File: src/rtl/toc0_pkg.sv
`timescale 1ns / 1ps
// ----------------------------------------------------------------------------
// toc0_pkg
// Types and constants shared by the TOC format 0 reply checker.
// ----------------------------------------------------------------------------
package toc0_pkg;

  localparam int POS_W      = 17;
  localparam int DESC_W     = 48;
  localparam int MAX_TRACKS = 99;

  localparam logic [7:0] LEADOUT_CODE = 8'hAA;
  localparam logic [7:0] TRACK_LIMIT  = 8'd99;
  localparam logic [2:0] DESC_ALIGN   = 3'd4;

  localparam logic KIND_ENTRY   = 1'b0;
  localparam logic KIND_VERDICT = 1'b1;

  typedef struct packed {
    logic [7:0] data_byte;
    logic       end_of_buffer;
  } item_t;

  typedef struct packed {
    logic        kind;
    logic [6:0]  track_number;
    logic [3:0]  adr_field;
    logic [3:0]  control_field;
    logic [31:0] start_block;
    logic [7:0]  first_declared;
    logic [7:0]  last_declared;
    logic [6:0]  entry_count;
    logic        leadout_seen;
    logic [31:0] leadout_block;
    logic        table_valid;
    logic        last_of_run;
  } result_t;

  // Work handed from the byte parser to the descriptor checker.
  typedef struct packed {
    logic              has_desc;
    logic [DESC_W-1:0] desc;
    logic              has_end;
    logic              span_ok;
    logic [7:0]        first_declared;
    logic [7:0]        last_declared;
  } cmd_t;

endpackage

File: src/rtl/toc0_front.sv
`timescale 1ns / 1ps
// ----------------------------------------------------------------------------
// toc0_front
// Byte parser: tracks position and span, gathers descriptors, flags run end.
// ----------------------------------------------------------------------------
module toc0_front (
  input  logic            clk,
  input  logic            rst,
  input  toc0_pkg::item_t item,
  input  logic            take,
  output toc0_pkg::cmd_t  cmd,
  output logic            cmd_valid
);
  import toc0_pkg::*;

  logic [POS_W-1:0]  pos, pos_next;
  logic [POS_W-1:0]  claimed, claimed_next;
  logic [POS_W-1:0]  span;
  logic [7:0]        hdr_first, hdr_first_next;
  logic [7:0]        hdr_last, hdr_last_next;
  logic [DESC_W-1:0] shift, shift_next;
  logic [2:0]        off;
  logic              desc_done;
  logic              span_ge4;

  always_comb begin
    claimed_next   = claimed;
    hdr_first_next = hdr_first;
    hdr_last_next  = hdr_last;
    shift_next     = shift;
    desc_done      = 1'b0;
    // Offset inside the current 8-byte descriptor; body starts at byte 4.
    off = pos[2:0] + DESC_ALIGN;
    if (pos == POS_W'(0)) begin
      claimed_next = {1'b0, item.data_byte, 8'h00};
    end else if (pos == POS_W'(1)) begin
      claimed_next = claimed + {{(POS_W-8){1'b0}}, item.data_byte} + POS_W'(2);
    end else if (pos == POS_W'(2)) begin
      hdr_first_next = item.data_byte;
    end else if (pos == POS_W'(3)) begin
      hdr_last_next = item.data_byte;
    end else if (pos < claimed) begin
      // Bytes 0 and 3 of a descriptor are reserved and not kept.
      if (off != 3'd0 && off != 3'd3) begin
        shift_next = {shift[DESC_W-9:0], item.data_byte};
      end
      desc_done = (off == 3'd7);
    end
    pos_next = (pos == {POS_W{1'b1}}) ? pos : pos + POS_W'(1);

    if (pos_next < POS_W'(4)) begin
      span = '0;
    end else if (claimed_next < pos_next) begin
      span = claimed_next;
    end else begin
      span = pos_next;
    end
    span_ge4 = (span >= POS_W'(4));

    cmd.has_desc       = desc_done;
    cmd.desc           = shift_next;
    cmd.has_end        = item.end_of_buffer;
    cmd.span_ok        = span_ge4 && (span[2:0] == DESC_ALIGN);
    cmd.first_declared = span_ge4 ? hdr_first_next : 8'h00;
    cmd.last_declared  = span_ge4 ? hdr_last_next : 8'h00;
    cmd_valid          = take && (desc_done || item.end_of_buffer);
  end

  always_ff @(posedge clk) begin
    if (rst || (take && item.end_of_buffer)) begin
      pos       <= '0;
      claimed   <= '0;
      hdr_first <= '0;
      hdr_last  <= '0;
      shift     <= '0;
    end else if (take) begin
      pos       <= pos_next;
      claimed   <= claimed_next;
      hdr_first <= hdr_first_next;
      hdr_last  <= hdr_last_next;
      shift     <= shift_next;
    end
  end

endmodule

File: src/rtl/toc0_cmd_queue.sv
`timescale 1ns / 1ps
// ----------------------------------------------------------------------------
// toc0_cmd_queue
// Two-entry queue between the byte parser and the descriptor checker.
// ----------------------------------------------------------------------------
module toc0_cmd_queue (
  input  logic           clk,
  input  logic           rst,
  input  logic           wr_en,
  input  toc0_pkg::cmd_t wr_data,
  input  logic           rd_en,
  output toc0_pkg::cmd_t rd_data,
  output logic           q_full,
  output logic           q_empty
);
  import toc0_pkg::*;

  cmd_t       mem [2];
  logic       wr_ptr;
  logic       rd_ptr;
  logic [1:0] count;

  assign q_full  = (count == 2'd2);
  assign q_empty = (count == 2'd0);
  assign rd_data = mem[rd_ptr];

  always_ff @(posedge clk) begin
    if (wr_en) begin
      mem[wr_ptr] <= wr_data;
    end
  end

  always_ff @(posedge clk) begin
    if (rst) begin
      wr_ptr <= 1'b0;
      rd_ptr <= 1'b0;
      count  <= 2'd0;
    end else begin
      if (wr_en) begin
        wr_ptr <= ~wr_ptr;
      end
      if (rd_en) begin
        rd_ptr <= ~rd_ptr;
      end
      count <= count + {1'b0, wr_en} - {1'b0, rd_en};
    end
  end

endmodule

File: src/rtl/toc0_back.sv
`timescale 1ns / 1ps
// ----------------------------------------------------------------------------
// toc0_back
// Descriptor checker: validates track entries and builds the run verdict.
// ----------------------------------------------------------------------------
module toc0_back (
  input  logic              clk,
  input  logic              rst,
  input  toc0_pkg::cmd_t    cmd,
  input  logic              cmd_avail,
  input  logic              res_room,
  output logic              cmd_take,
  output toc0_pkg::result_t res0,
  output toc0_pkg::result_t res1,
  output logic [1:0]        res_count
);
  import toc0_pkg::*;

  logic [6:0]  prev_trk, prev_trk_next;
  logic [6:0]  opening_trk, opening_trk_next;
  logic [6:0]  count, count_next;
  logic        lo_flag, lo_flag_next;
  logic [31:0] lo_start, lo_start_next;
  logic        err, err_next;

  logic [7:0]  adr_ctl;
  logic [7:0]  trk;
  logic [31:0] lba;
  logic        entry_ok;
  logic        ok;
  logic [7:0]  hf;
  logic [7:0]  hl;
  logic [7:0]  want_count;
  result_t     entry;
  result_t     verdict;

  assign cmd_take = cmd_avail && res_room;

  always_comb begin
    adr_ctl = cmd.desc[47:40];
    trk     = cmd.desc[39:32];
    lba     = cmd.desc[31:0];

    prev_trk_next    = prev_trk;
    opening_trk_next = opening_trk;
    count_next       = count;
    lo_flag_next     = lo_flag;
    lo_start_next    = lo_start;
    err_next         = err;
    entry_ok         = 1'b0;

    if (cmd.has_desc && !err) begin
      if (trk == LEADOUT_CODE) begin
        if (lo_flag) begin
          err_next = 1'b1;
        end else begin
          lo_flag_next  = 1'b1;
          lo_start_next = lba;
        end
      end else if (trk == 8'h00 || trk > TRACK_LIMIT || lo_flag ||
                   trk <= {1'b0, prev_trk} || count >= 7'(MAX_TRACKS)) begin
        err_next = 1'b1;
      end else begin
        entry_ok = 1'b1;
        if (count == 7'd0) begin
          opening_trk_next = trk[6:0];
        end
        count_next    = count + 7'd1;
        prev_trk_next = trk[6:0];
      end
    end

    // Header checks see the state as it stands after this descriptor.
    hf         = cmd.first_declared;
    hl         = cmd.last_declared;
    want_count = hl - hf + 8'd1;
    ok         = cmd.span_ok && !err_next;
    if (hf == 8'h00 || hf > TRACK_LIMIT) begin
      ok = 1'b0;
    end else if (hl < hf || hl > TRACK_LIMIT) begin
      ok = 1'b0;
    end else if ({1'b0, count_next} != want_count) begin
      ok = 1'b0;
    end else if ({1'b0, opening_trk_next} != hf || {1'b0, prev_trk_next} != hl) begin
      ok = 1'b0;
    end

    entry               = '0;
    entry.kind          = KIND_ENTRY;
    entry.track_number  = trk[6:0];
    entry.adr_field     = adr_ctl[7:4];
    entry.control_field = adr_ctl[3:0];
    entry.start_block   = lba;

    verdict                = '0;
    verdict.kind           = KIND_VERDICT;
    verdict.first_declared = hf;
    verdict.last_declared  = hl;
    verdict.entry_count    = count_next;
    verdict.leadout_seen   = lo_flag_next;
    verdict.leadout_block  = lo_start_next;
    verdict.table_valid    = ok;
    verdict.last_of_run    = 1'b1;

    res0 = entry_ok ? entry : verdict;
    res1 = verdict;
    if (!cmd_take) begin
      res_count = 2'd0;
    end else begin
      res_count = {1'b0, entry_ok} + {1'b0, cmd.has_end};
    end
  end

  always_ff @(posedge clk) begin
    if (rst || (cmd_take && cmd.has_end)) begin
      prev_trk    <= '0;
      opening_trk <= '0;
      count       <= '0;
      lo_flag     <= 1'b0;
      lo_start    <= '0;
      err         <= 1'b0;
    end else if (cmd_take) begin
      prev_trk    <= prev_trk_next;
      opening_trk <= opening_trk_next;
      count       <= count_next;
      lo_flag     <= lo_flag_next;
      lo_start    <= lo_start_next;
      err         <= err_next;
    end
  end

endmodule

File: src/rtl/toc0_res_queue.sv
`timescale 1ns / 1ps
// ----------------------------------------------------------------------------
// toc0_res_queue
// Four-entry result queue that takes up to two results per cycle.
// ----------------------------------------------------------------------------
module toc0_res_queue (
  input  logic              clk,
  input  logic              rst,
  input  logic [1:0]        wr_count,
  input  toc0_pkg::result_t wr0,
  input  toc0_pkg::result_t wr1,
  input  logic              rd_en,
  output toc0_pkg::result_t rd_data,
  output logic              q_empty,
  output logic              room2
);
  import toc0_pkg::*;

  result_t    mem [4];
  logic [1:0] wr_ptr;
  logic [1:0] rd_ptr;
  logic [2:0] count;

  assign q_empty = (count == 3'd0);
  assign room2   = (count <= 3'd2);
  assign rd_data = mem[rd_ptr];

  always_ff @(posedge clk) begin
    if (wr_count != 2'd0) begin
      mem[wr_ptr] <= wr0;
    end
    if (wr_count == 2'd2) begin
      mem[wr_ptr + 2'd1] <= wr1;
    end
  end

  always_ff @(posedge clk) begin
    if (rst) begin
      wr_ptr <= '0;
      rd_ptr <= '0;
      count  <= '0;
    end else begin
      wr_ptr <= wr_ptr + wr_count;
      if (rd_en) begin
        rd_ptr <= rd_ptr + 2'd1;
      end
      count <= count + {1'b0, wr_count} - {2'b00, rd_en};
    end
  end

endmodule

File: src/rtl/toc_format0_parse_check.sv
`timescale 1ns / 1ps
// ----------------------------------------------------------------------------
// toc_format0_parse_check
// Streaming checker for READ TOC format 0 reply buffers.
// ----------------------------------------------------------------------------
// Bytes of one reply are pushed one per cycle, with end_of_buffer on the last
// byte; the block takes one byte per clock while full is low. A parser tracks
// position, span and header and assembles descriptors; each finished descriptor
// or end of buffer goes through a two-entry command queue to a checker that
// validates track entries, emits one result per accepted track and one verdict
// per run. Results wait in a four-entry queue; a result is registered in the
// command queue and then in the result queue before it reaches the result ports.
// The checker takes a command only while two result slots are free, so full
// rises when the consumer stops popping for a while.
module toc_format0_parse_check (
  input  logic              clk,
  input  logic              rst,
  input  toc0_pkg::item_t   item,
  input  logic              push,
  output logic              full,
  output toc0_pkg::result_t result,
  output logic              empty,
  input  logic              pop
);
  import toc0_pkg::*;

  logic       take;
  cmd_t       front_cmd;
  logic       front_valid;
  cmd_t       head_cmd;
  logic       cmd_empty;
  logic       cmd_take;
  logic       res_room;
  result_t    res0;
  result_t    res1;
  logic [1:0] res_count;

  assign take = push && !full;

  toc0_front u_front (
    .clk       (clk),
    .rst       (rst),
    .item      (item),
    .take      (take),
    .cmd       (front_cmd),
    .cmd_valid (front_valid)
  );

  toc0_cmd_queue u_cmd_queue (
    .clk     (clk),
    .rst     (rst),
    .wr_en   (front_valid),
    .wr_data (front_cmd),
    .rd_en   (cmd_take),
    .rd_data (head_cmd),
    .q_full  (full),
    .q_empty (cmd_empty)
  );

  toc0_back u_back (
    .clk       (clk),
    .rst       (rst),
    .cmd       (head_cmd),
    .cmd_avail (!cmd_empty),
    .res_room  (res_room),
    .cmd_take  (cmd_take),
    .res0      (res0),
    .res1      (res1),
    .res_count (res_count)
  );

  toc0_res_queue u_res_queue (
    .clk      (clk),
    .rst      (rst),
    .wr_count (res_count),
    .wr0      (res0),
    .wr1      (res1),
    .rd_en    (pop && !empty),
    .rd_data  (result),
    .q_empty  (empty),
    .room2    (res_room)
  );

endmodule

File: config.mk
export PLATFORM = sky130hd
export DESIGN_NAME = toc_format0_parse_check
export DESIGN_NICKNAME = d
export VERILOG_FILES = /design/src/rtl/toc0_pkg.sv /design/src/rtl/toc0_front.sv /design/src/rtl/toc0_cmd_queue.sv /design/src/rtl/toc0_back.sv /design/src/rtl/toc0_res_queue.sv /design/src/rtl/toc_format0_parse_check.sv
export SDC_FILE = /design/constraint.sdc
export NUM_CORES = 1
export LEC_CHECK = 0
export ABC_AREA = 1
export BUFFER_PORTS_ARGS = -buffer_cell sky130_fd_sc_hd__buf_4
export CAP_MARGIN = 20
export CELL_PAD_IN_SITES_DETAIL_PLACEMENT = 0
export CELL_PAD_IN_SITES_GLOBAL_PLACEMENT = 1
export CORE_MARGIN = 1.5
export CORE_UTILIZATION = 28
export CTS_CLUSTER_SIZE = 12
export DETAILED_ROUTE_END_ITERATION = 16
export PLACE_DENSITY_LB_ADDON = 0.25
export SYNTH_ARGS = -nofsm -noshare
export SYNTH_HDL_FRONTEND = slang
export SYNTH_HIERARCHICAL = 1
export SYNTH_SLANG_ARGS = --single-unit
File: constraint.sdc
create_clock -name clk -period 8 [get_ports clk]
set_clock_uncertainty 0.15 [all_clocks]
set_input_delay 0.8 -clock clk [delete_from_list [all_inputs] [get_ports clk]]
set_output_delay 0.8 -clock clk [all_outputs]
set_load 0.02 [all_outputs]
Word level (Yosys, flattened, before mapping) --
Memories as Yosys holds them, arrays and structs flattened. A register that Yosys moved wholly into a read port is not among the register bits. Cells that the tools add are included.
Cells by class: reduce and logical (&&, ||, !) cells 33, bitwise logic cells 2, add/subtract/negate cells 15, eq/ne operators 13, multiplexer cells 63, order comparisons 11
Operator list (number):
- 48-bit 2-to-1 mux | 6
- 106-bit 2-to-1 mux | 1
- 32-bit 2-to-1 mux | 3
- 17-bit 2-to-1 mux | 5
- 8-bit 2-to-1 mux | 9
- 7-bit 2-to-1 mux | 10
- 17-bit by 2-bit equality test with 1-bit output, second input constant | 2
- 17-bit < comparator | 2
- 1-bit 2-to-1 mux | 26
- 8-bit by 7-bit greater-than comparator with 1-bit output, second input constant | 3
- 7-bit by 8-bit != test with 1-bit output | 3
- 17-bit by 1-bit adder with 17-bit output, second input constant | 1
- 17-bit by 2-bit adder with 17-bit output, second input constant | 1
- 17-bit by 8-bit adder with 17-bit output | 1
- 17-bit by 1-bit equality test with 1-bit output, second input constant | 1
- 17-bit equality test, second input constant | 1
- 17-bit by 3-bit greater-or-equal comparator with 1-bit output, second input constant | 1
- 17-bit logical NOT | 1
- 17-bit by 3-bit < comparator with 1-bit output, second input constant | 1
- 8-bit logical NOT | 2
- 1-bit logical AND | 10
- 1-bit logical OR | 10
- 8-bit by 1-bit adder with 8-bit output, second input constant | 1
- 8-bit equality test, second input constant | 1
- other kinds (25) | 35
Word-level totals: memories kept 2, RAM bits 558, bits in registers 164, bits of input ports 13, output and inout port bits 108, word-level logic and storage cells 156
Memories:
- u_res_queue.mem | words 4, bits a word 106, rd ports 1, clocked after Yosys merged registers in 1, wr ports 2, RTL line toc0_res_queue.sv:19 | result_t mem [4];
- u_cmd_queue.mem | words 2, bits a word 67, rd ports 1, clocked after Yosys merged registers in 1, wr ports 1, RTL line toc0_cmd_queue.sv:18 | cmd_t mem [2];

Logic depth before layout (Yosys ltp) --
Gate-level depths: netlist (run 1).
depth after elaboration 15, gate-level depth with buffers 34, gate-level depth less buffers 32

Modules after synthesis --
Netlist (run 1), hierarchy kept.
Modules (own cells, without submodules):
- toc0_res_queue | sequential area each 12912.4 um2, times used 1, area an instance 21576.9 um2, cells an instance 2354
- toc0_front | sequential area each 1961.9 um2, times used 1, area an instance 7517.2 um2, cells an instance 1221
- toc0_back | sequential area each 1101.1 um2, times used 1, area an instance 5586.6 um2, cells an instance 1006
- toc0_cmd_queue | sequential area each 4124.0 um2, times used 1, area an instance 5171.2 um2, cells an instance 239
- toc_format0_parse_check | sequential area each 0.0 um2, times used 1, area an instance 23.8 um2, cells an instance 5

Worst setup path before layout (run 1) --
No wires, ideal clock.
path type register to register, from register (tool-made name), to memory u_res_queue/mem[2][0] (netlist name), enable pin, clock period less this slack 5941 ps, setup slack 2059 ps, cell stages (with the launch flop) 18, arrival 4827 ps, path buffers 3, required time 6886 ps, setup time 964 ps, cells stage by stage dfxtp_1 -> buf_4 -> buf_6 -> mux2_4 -> ha_1 -> a21oi_1 -> nor2_1 -> nor2_1 -> nand2_1 -> nand3_4 -> inv_1 -> ha_1 -> inv_1 -> nor2_1 -> nor2_4 -> nand2_1 -> clkbuf_1 -> nand2_1
RTL lines (RTL line):
- end, declared | toc0_res_queue.sv:19

==> key figures, run 1 <==
Outcome
  • Status: finished, final reports clean

Worst setup path
  • Endpoint type of the worst setup path: flip-flop
  • Arr. time, crit path: 5.62 ns
  • Crit start category: flip-flop
  • CP required: 8.23 ns
  • Worst R2R Path Depth: 24
  • CP most frequent cell: nand2_1
  • CP Cell Sequence: ha_1 > inv_1 > nor2_1 > nand2_1 > nor2_2 > nand2_1 > inv_1 > nand3_1 > nand2_1 > nand2_1 > a21oi_1 > ha_1 > a21oi_1 > o21ai_0 > a21oi_1 > nand2_1 > inv_1 > nand2_4 > o21ai_0 > nor2_1 > nor2_1 > nand2_2 > nor2_4 > nor2_1
  • Flop2flop setup slack: 2.61 ns
  • R2r endpoint: u_cmd_queue/mem[1][9]
  • Critical path's largest stage delay: 0.59 ns
  • CP max stage cell: inv_1
  • CP max FO: 21
  • Cell family with most CP delay: simple AND/OR/NAND/NOR gates
  • Reg2reg start: u_front/pos[0]
  • Worst Path Buf+Inv: 3
  • Crit Path Category: flip-flop to flip-flop

CTS
  • CTS root buf: clkbuf_16
  • Clock slew at reported path FFs: 0.06 ns
  • Post-cts resize count: 0
  • Htree depth: 3
  • Total CTS buffers: 89
  • Number of setup buffers added after CTS: 0
  • Hold Buf Count CTS: 0
  • Clock Path Buffers: 3
  • CTS tree: yes
  • Clock tree sinks: 725
  • Worst-Skew Late Latency: 0.68 ns

Synthesis
  • Mapped Avg Cell Area: 8.264 µm²
  • EDFF count, synth: 558
  • Library cells used by synthesis: 50
  • #FFs+latches synth: 725
  • Post-synthesis async set-or-reset flop share: 0%
  • Synth Flop Type: edfxtp_1
  • Warnings, synthesis: 6
  • Sequential-to-total area share from yosys stat: 50.40%
  • Cells after Synth: 4,825
  • Area of the mapped netlist: 0.03988 mm²

Global route
  • First-pass GRT wire length: 173,100 µm
  • Gr usage total: 15.49%
  • Largest net degree at the start of global routing: 203
  • Initial antenna violation count: 1
  • Vias in the first global route: 28.38k
  • Grt ovf: 0

Finish
  • Multi-input logic area: 0.01526 mm²
  • Most frequent cells in the layout: nand2_1, inv_1, edfxtp_1, o21ai_0, o21ai_1
  • NumNets Final: 4,900
  • Fill cell count: 14.92k
  • Seq. cell area: 0.02011 mm²
  • Non-Filler Instances: 6,761
  • Final instance area: 0.04493 mm²
  • Most common cell after layout, fill and taps aside: nand2_1
  • Area Overhead vs Synth: 12.67%
  • Layout cells sized above 1: 8.525%

Floorplan
  • Core Area: 0.1414 mm²
  • Die area: 0.1447 mm²
  • Die W: 380.4 µm
  • Initial Util: 28.20%
  • # IOs: 121
  • Rows: 138
  • Die Span Y: 380.4 µm

Place
  • Placed Area: 0.04208 mm²
  • Final GP Congestion: 0.8243
  • Placed Instances: 6,594
  • DP Worst Slack: 2.381 ns
  • Port buffer count: 120
  • DPL Wire Length: 72,590 µm

STA
  • Min cycle time layout: 5.392 ns
  • Period utilization: 67.40%
  • Setup Viol. Count Final: 0
  • Final Slew Violations: 0
  • Final worst slack: 2.608 ns
  • Max Clk Rate: 185.5 MHz
  • Setup TNS: 0 ns
  • Rel. slew slack: 27.87%
  • Actual slew at the worst max-slew pin: 1.082 ns
  • Final Hold Fails: 0
  • RSZ-0062 raised after global routing: no

Pwr
  • Peak VDD IR: 0.2481 mV
  • Pwr dens: 352.4 mW/mm²
  • P_leak: 18.98 nW

Drt
  • Routed wire length on met2: 52,540 µm
  • Average wire per standard cell: 16.87 µm
  • Vias per cell: 4.475
  • Metal3 WL: 4136 µm
  • Drt total wl: 114,100 µm
  • Residual DRC: 0
  • Drt first pass iters: 6
  • Antenna-violating nets left: 0
  • Max Used Layer: met4
  • M1 wire length: 55,170 µm
  • Starting DRT DRC Count: 1,955
  • Via count: 30.25k

Worst hold path
  • Hold WC Path Type: primary input to flip-flop
  • Worst hold start: item[0]
  • Hold endpoint: u_cmd_queue/mem[0][17]
  • Worst Hold Depth: 1

Flow run
  • Max Cap Viol: 0
report_power, final:
group / leakage [nW] / switching (mW) / internal [mW] / total [mW]
Clock: 1.37 / 1.64 / 2.32 / 3.96
Combinational: 11.1 / 4.47 / 2.04 / 6.50
Sequential: 6.54 / 0.309 / 5.06 / 5.37
Total: 19.0 / 6.41 / 9.42 / 15.8
sequential cells by signal (all words and copies together), names as in the netlist, 2 cells and up, named ones only:
name	cells
u_res_queue/mem	424
u_cmd_queue/mem	134
u_front/shift	48
u_back/lo_start	32
u_front/claimed	17
u_front/pos	17
u_front/hdr_first	8
u_front/hdr_last	8
u_back/count	7
u_back/opening_trk	7
u_back/prev_trk	7
u_res_queue/count	3
u_cmd_queue/count	2
u_res_queue/rd_ptr	2
u_res_queue/wr_ptr	2
layout make-up:
type | count | share of cell area (%)
flip-flops and latches | 725 | 44.76
multi-input cells | 3005 | 33.96
inverters | 818 | 6.840
clock buffers | 124 | 5.503
well taps | 1890 | 5.264
repair buffers | 156 | 2.830
clock inverters | 40 | 0.8216
diodes | 3 | 0.01671
worst reg2reg max path, delay by kind of cell (launching register included):
kind	cells	cell delay, ns
simple gates	14	2.08
fa+ha+maj	2	0.53
buf+inv	3	0.84
compound gates	5	1.00
flops	1	0.50
metal layers:
metal | up-vias | GRT usage [%]
met1 | 14030 | 21.11
met5 | - | 0
met3 | 127 | 2.136
met4 | 0 | 4.170
li1 | 15630 | -
met2 | 463 | 25.60
cells in the mapped netlist (all sizes together), types with 2 or more instances:
| cell type | count | area [µm²] |
|---|---|---|
| clkinv | 2 | 7.510 |
| a21o | 2 | 15.01 |
| a31oi | 2 | 12.51 |
| a21oi | 224 | 1132 |
| dfxtp | 167 | 3343 |
| mux2 | 67 | 867.1 |
| nor2 | 282 | 1155 |
| xnor2 | 3 | 26.28 |
| nand2 | 1182 | 4484 |
| mux2i | 16 | 160.2 |
| fa | 6 | 120.1 |
| o21a | 3 | 22.52 |
| conb | 2 | 7.510 |
| inv | 816 | 3063 |
| nand4 | 27 | 175.2 |
| edfxtp | 558 | 16760 |
| xor2 | 10 | 87.58 |
| nand3 | 126 | 663.1 |
| nand3b | 2 | 15.01 |
| o211ai | 129 | 968.4 |
| ha | 86 | 1076 |
| o21ai | 756 | 3787 |
| clkbuf | 109 | 409.1 |
| a211oi | 6 | 45.04 |
| nor3 | 21 | 115.1 |
| buf | 215 | 1320 |
cell families after synthesis:
kind of cell             Yosys count  share of synthesized area, %
flip-flops                       725                         50.40
XOR/XNOR                          13                        0.2855
buffers and inverters           1142                         12.04
AND/OR/NAND/NOR                 1643                         16.62
adder cells (fa/ha/maj)           92                         3.000
other                              2                       0.01883
multiplexers                      83                         2.576
AO/OA/AOI/OAI                   1125                         15.06
worst max-delay path by stage:
| stage | from | endpoint | slack, ns | cells past startpoint |
|---|---|---|---|---|
| 2_1_floorplan | flip-flop | u_res_queue/mem[2][0] | 2.06 | 17 |
| 3_3_place_gp | item[2] | u_cmd_queue/mem[0][9] | 2.49 | 28 |
| 3_5_place_dp | item[7] | u_cmd_queue/mem[0][9] | 2.38 | 24 |
| 4_1_cts | u_front/pos[0] | u_cmd_queue/mem[0][9] | 2.59 | 24 |
| 5_1_grt | u_front/pos[0] | u_cmd_queue/mem[0][9] | 2.07 | 24 |
| 6_report | u_front/pos[0] | u_cmd_queue/mem[1][9] | 2.61 | 24 |
per-stage QoR:
step                hold WS, ns  utilization, %  total power, mW
floorplan                0.2856               -            9.932
global placement         0.2936           29.76            12.03
detailed placement       0.2952           29.76            12.06
CTS                      0.1512           31.76            16.10
global route             0.1749           31.76            17.04
finish                   0.2112           31.77            15.83
Note: power is estimated with default switching activity, not from simulation.
==> run 2: changes to the inputs <==
clock period = 4.34 ns   (was 8 ns; I/O delays follow)
==> run 2 against run 1 <==
Compared with the run above:
- utilization grew 1.6 points
- routed wire length increased by 1.8%
- first-iteration DRC count increased by 9.9%
- final cell count increased by 2.5%
- sequential power rose by 83%
==> key figures, run 2 (synthesis gave the netlist of run 1 again) <==
Drt
  • Average wire per standard cell: 16.76 µm
  • Metal3 WL: 4331 µm
  • Residual DRC: 0
  • Max Used Layer: met4
  • Starting DRT DRC Count: 2,148
  • M1 wire length: 56,830 µm
  • Antenna-violating nets left: 0
  • Drt first pass iters: 6
  • Drt total wl: 116,200 µm
  • Routed wire length on met2: 52,410 µm
  • Via count: 30.75k
  • Vias per cell: 4.437

Worst setup path
  • Crit start category: flip-flop
  • CP required: 4.59 ns
  • Cell family with most CP delay: simple AND/OR/NAND/NOR gates
  • Endpoint type of the worst setup path: flip-flop
  • Flop2flop setup slack: 0.17 ns
  • Worst R2R Path Depth: 30
  • Critical path's largest stage delay: 0.39 ns
  • Arr. time, crit path: 4.42 ns
  • Worst Path Buf+Inv: 6
  • Reg2reg start: u_front/claimed[1]
  • R2r endpoint: u_cmd_queue/mem[1][6]
  • Crit Path Category: flip-flop to flip-flop
  • CP max FO: 8
  • CP most frequent cell: nand2_1
  • CP max stage cell: fa_2

Floorplan
  • Rows: 138
  • Die W: 380.4 µm
  • # IOs: 121
  • Initial Util: 28.20%
  • Die area: 0.1447 mm²
  • Core Area: 0.1414 mm²
  • Die Span Y: 380.4 µm

Finish
  • Largest Register: u_res_queue/mem
  • Largest register FFs: 424
  • ANT cells: 0
  • Largest registers: u_res_queue/mem x424, u_cmd_queue/mem x134, u_front/shift x48
  • NumNets Final: 5,076
  • Area Overhead vs Synth: 18.33%
  • Layout cells sized above 1: 13.25%
  • Final instance area: 0.04719 mm²
  • Most common cell after layout, fill and taps aside: nand2_1
  • Most frequent cells in the layout: nand2_1, inv_1, edfxtp_1, o21ai_0, buf_4
  • Non-Filler Instances: 6,930

Place
  • Port buffer count: 120
  • Placed Instances: 6,760
  • Final GP Congestion: 0.8476
  • Placed Area: 0.04379 mm²
  • DPL Wire Length: 80,420 µm
  • DP Worst Slack: -0.3066 ns

STA
  • Final Slew Violations: 0
  • Final Hold Fails: 0
  • Min cycle time layout: 4.167 ns
  • Final worst slack: 0.1730 ns
  • Actual slew at the worst max-slew pin: 0.7973 ns
  • RSZ-0062 raised after global routing: yes
  • Period utilization: 96.01%
  • Rel. slew slack: 46.28%
  • Hold WS: 0.1476 ns
  • Setup Viol. Count Final: 0
  • Max Clk Rate: 240.0 MHz

Flow run
  • Max Cap Viol: 0

CTS
  • Total CTS buffers: 87
  • Clock slew at reported path FFs: 0.06 ns
  • Worst-Skew Late Latency: 0.68 ns
  • CTS tree: yes
  • Clock Path Buffers: 3
  • Clock tree sinks: 725
  • CTS root buf: clkbuf_16
  • Htree depth: 3

Pwr
  • P_sw: 12.03 mW
  • Comb pwr share: 42.9%
  • P_leak: 20.08 nW
  • Peak VDD IR: 0.3649 mV
  • Sequential Power Share: 32.5%
  • Internal Power: 18.31 mW
  • Overall Power: 30.34 mW
  • Clock network fraction of total power: 24.7%
  • Pwr dens: 643.0 mW/mm²
  • Switching share of power: 39.64%

Global route
  • Initial antenna violation count: 2
  • Vias in the first global route: 28.67k
  • First-pass GRT wire length: 177,500 µm
  • Gr usage total: 15.81%
  • Largest net degree at the start of global routing: 93
  • Grt ovf: 0

Worst hold path
  • Worst Hold Depth: 6
  • Hold WC Path Type: primary input to flip-flop
  • Worst hold start: item[2]
  • Hold endpoint: u_front/hdr_first[1]

Outcome
  • Status: finished, final reports clean
-- run 2: changes by cell type in the layout (fill, tap and decap cells not counted), sizes merged --
cell / before / now
clkbuf: 124 / 110
diode: 3 / 0
bufinv: 5 / 12
clkinv: 29 / 32
buf: 156 / 330
clkinvlp: 4 / 3
dlygate4sd3: 0 / 3
-- run 2: worst register-to-register path, delay by kind of cell, from the launching register on --
kind                       cells  cell delay, ns
DFF                            1            0.33
adders and majority gates      4            1.08
AOI/OAI and AO/OA              2            0.34
and+or+nand+nor               18            1.40
buffers and inverters          6            0.60
-- run 2: power groups by stage --
stage / registers (mW) / clock network [mW] / logic, mW
3_3_place_gp: 9.99 / 0 / 12.8
4_1_cts: 9.88 / 7.73 / 12.9
2_1_floorplan: 9.80 / 0 / 8.45
3_5_place_dp: 10.0 / 0 / 12.8
6_report: 9.85 / 7.49 / 13.0
5_1_grt: 9.98 / 7.96 / 14.7
-- run 2: per-layer routing --
layer / global-route usage (%) / vias to the layer above
li1: - / 15970
met1: 22.28 / 14140
met2: 25.18 / 519
met3: 2.038 / 128
met4: 4.630 / 0
met5: 0 / -
-- run 2: cell type report --
cell class	instances	area (µm²)
clock buffers	109	2311
clock inverters	49	571.8
fillers	14630	94230
inverters	818	3072
multi-input cells	3005	15640
flip-flops and latches	725	20120
well taps	1890	2365
repair buffers	334	3112
-- run 2: how the worst max path moves through the flow --
stage | from | endpoint | slack, ns | depth (start not counted)
finish | u_front/claimed[1] | u_cmd_queue/mem[1][6] | 0.17 | 30
global route | u_front/claimed[1] | u_cmd_queue/mem[0][2] | -0.12 | 31
CTS | u_front/claimed[1] | u_cmd_queue/mem[0][8] | 0.01 | 30
detailed placement | item[7] | u_cmd_queue/mem[1][8] | -0.31 | 26
global placement | item[7] | u_cmd_queue/mem[0][8] | -0.34 | 30
floorplan | flip-flop | u_res_queue/mem[2][0] | 0.02 | 17
-- run 2: per-stage QoR --
stage / setup TNS (ns) / util, %
2_1_floorplan: 0 / -
3_3_place_gp: -10.39 / 30.96
3_5_place_dp: -9.116 / 30.96
4_1_cts: 0 / 33.04
5_1_grt: -3.092 / 33.37
6_report: 0 / 33.37
-- run 2: what timing repair did --
item,in CTS,in global routing
resized for setup,3,81
setup endpoints to repair,32,88
buffers inserted,1,7
hold endpoints to repair,12,0
gates cloned,0,1
pin swaps,0,27
hold buffers,3,0
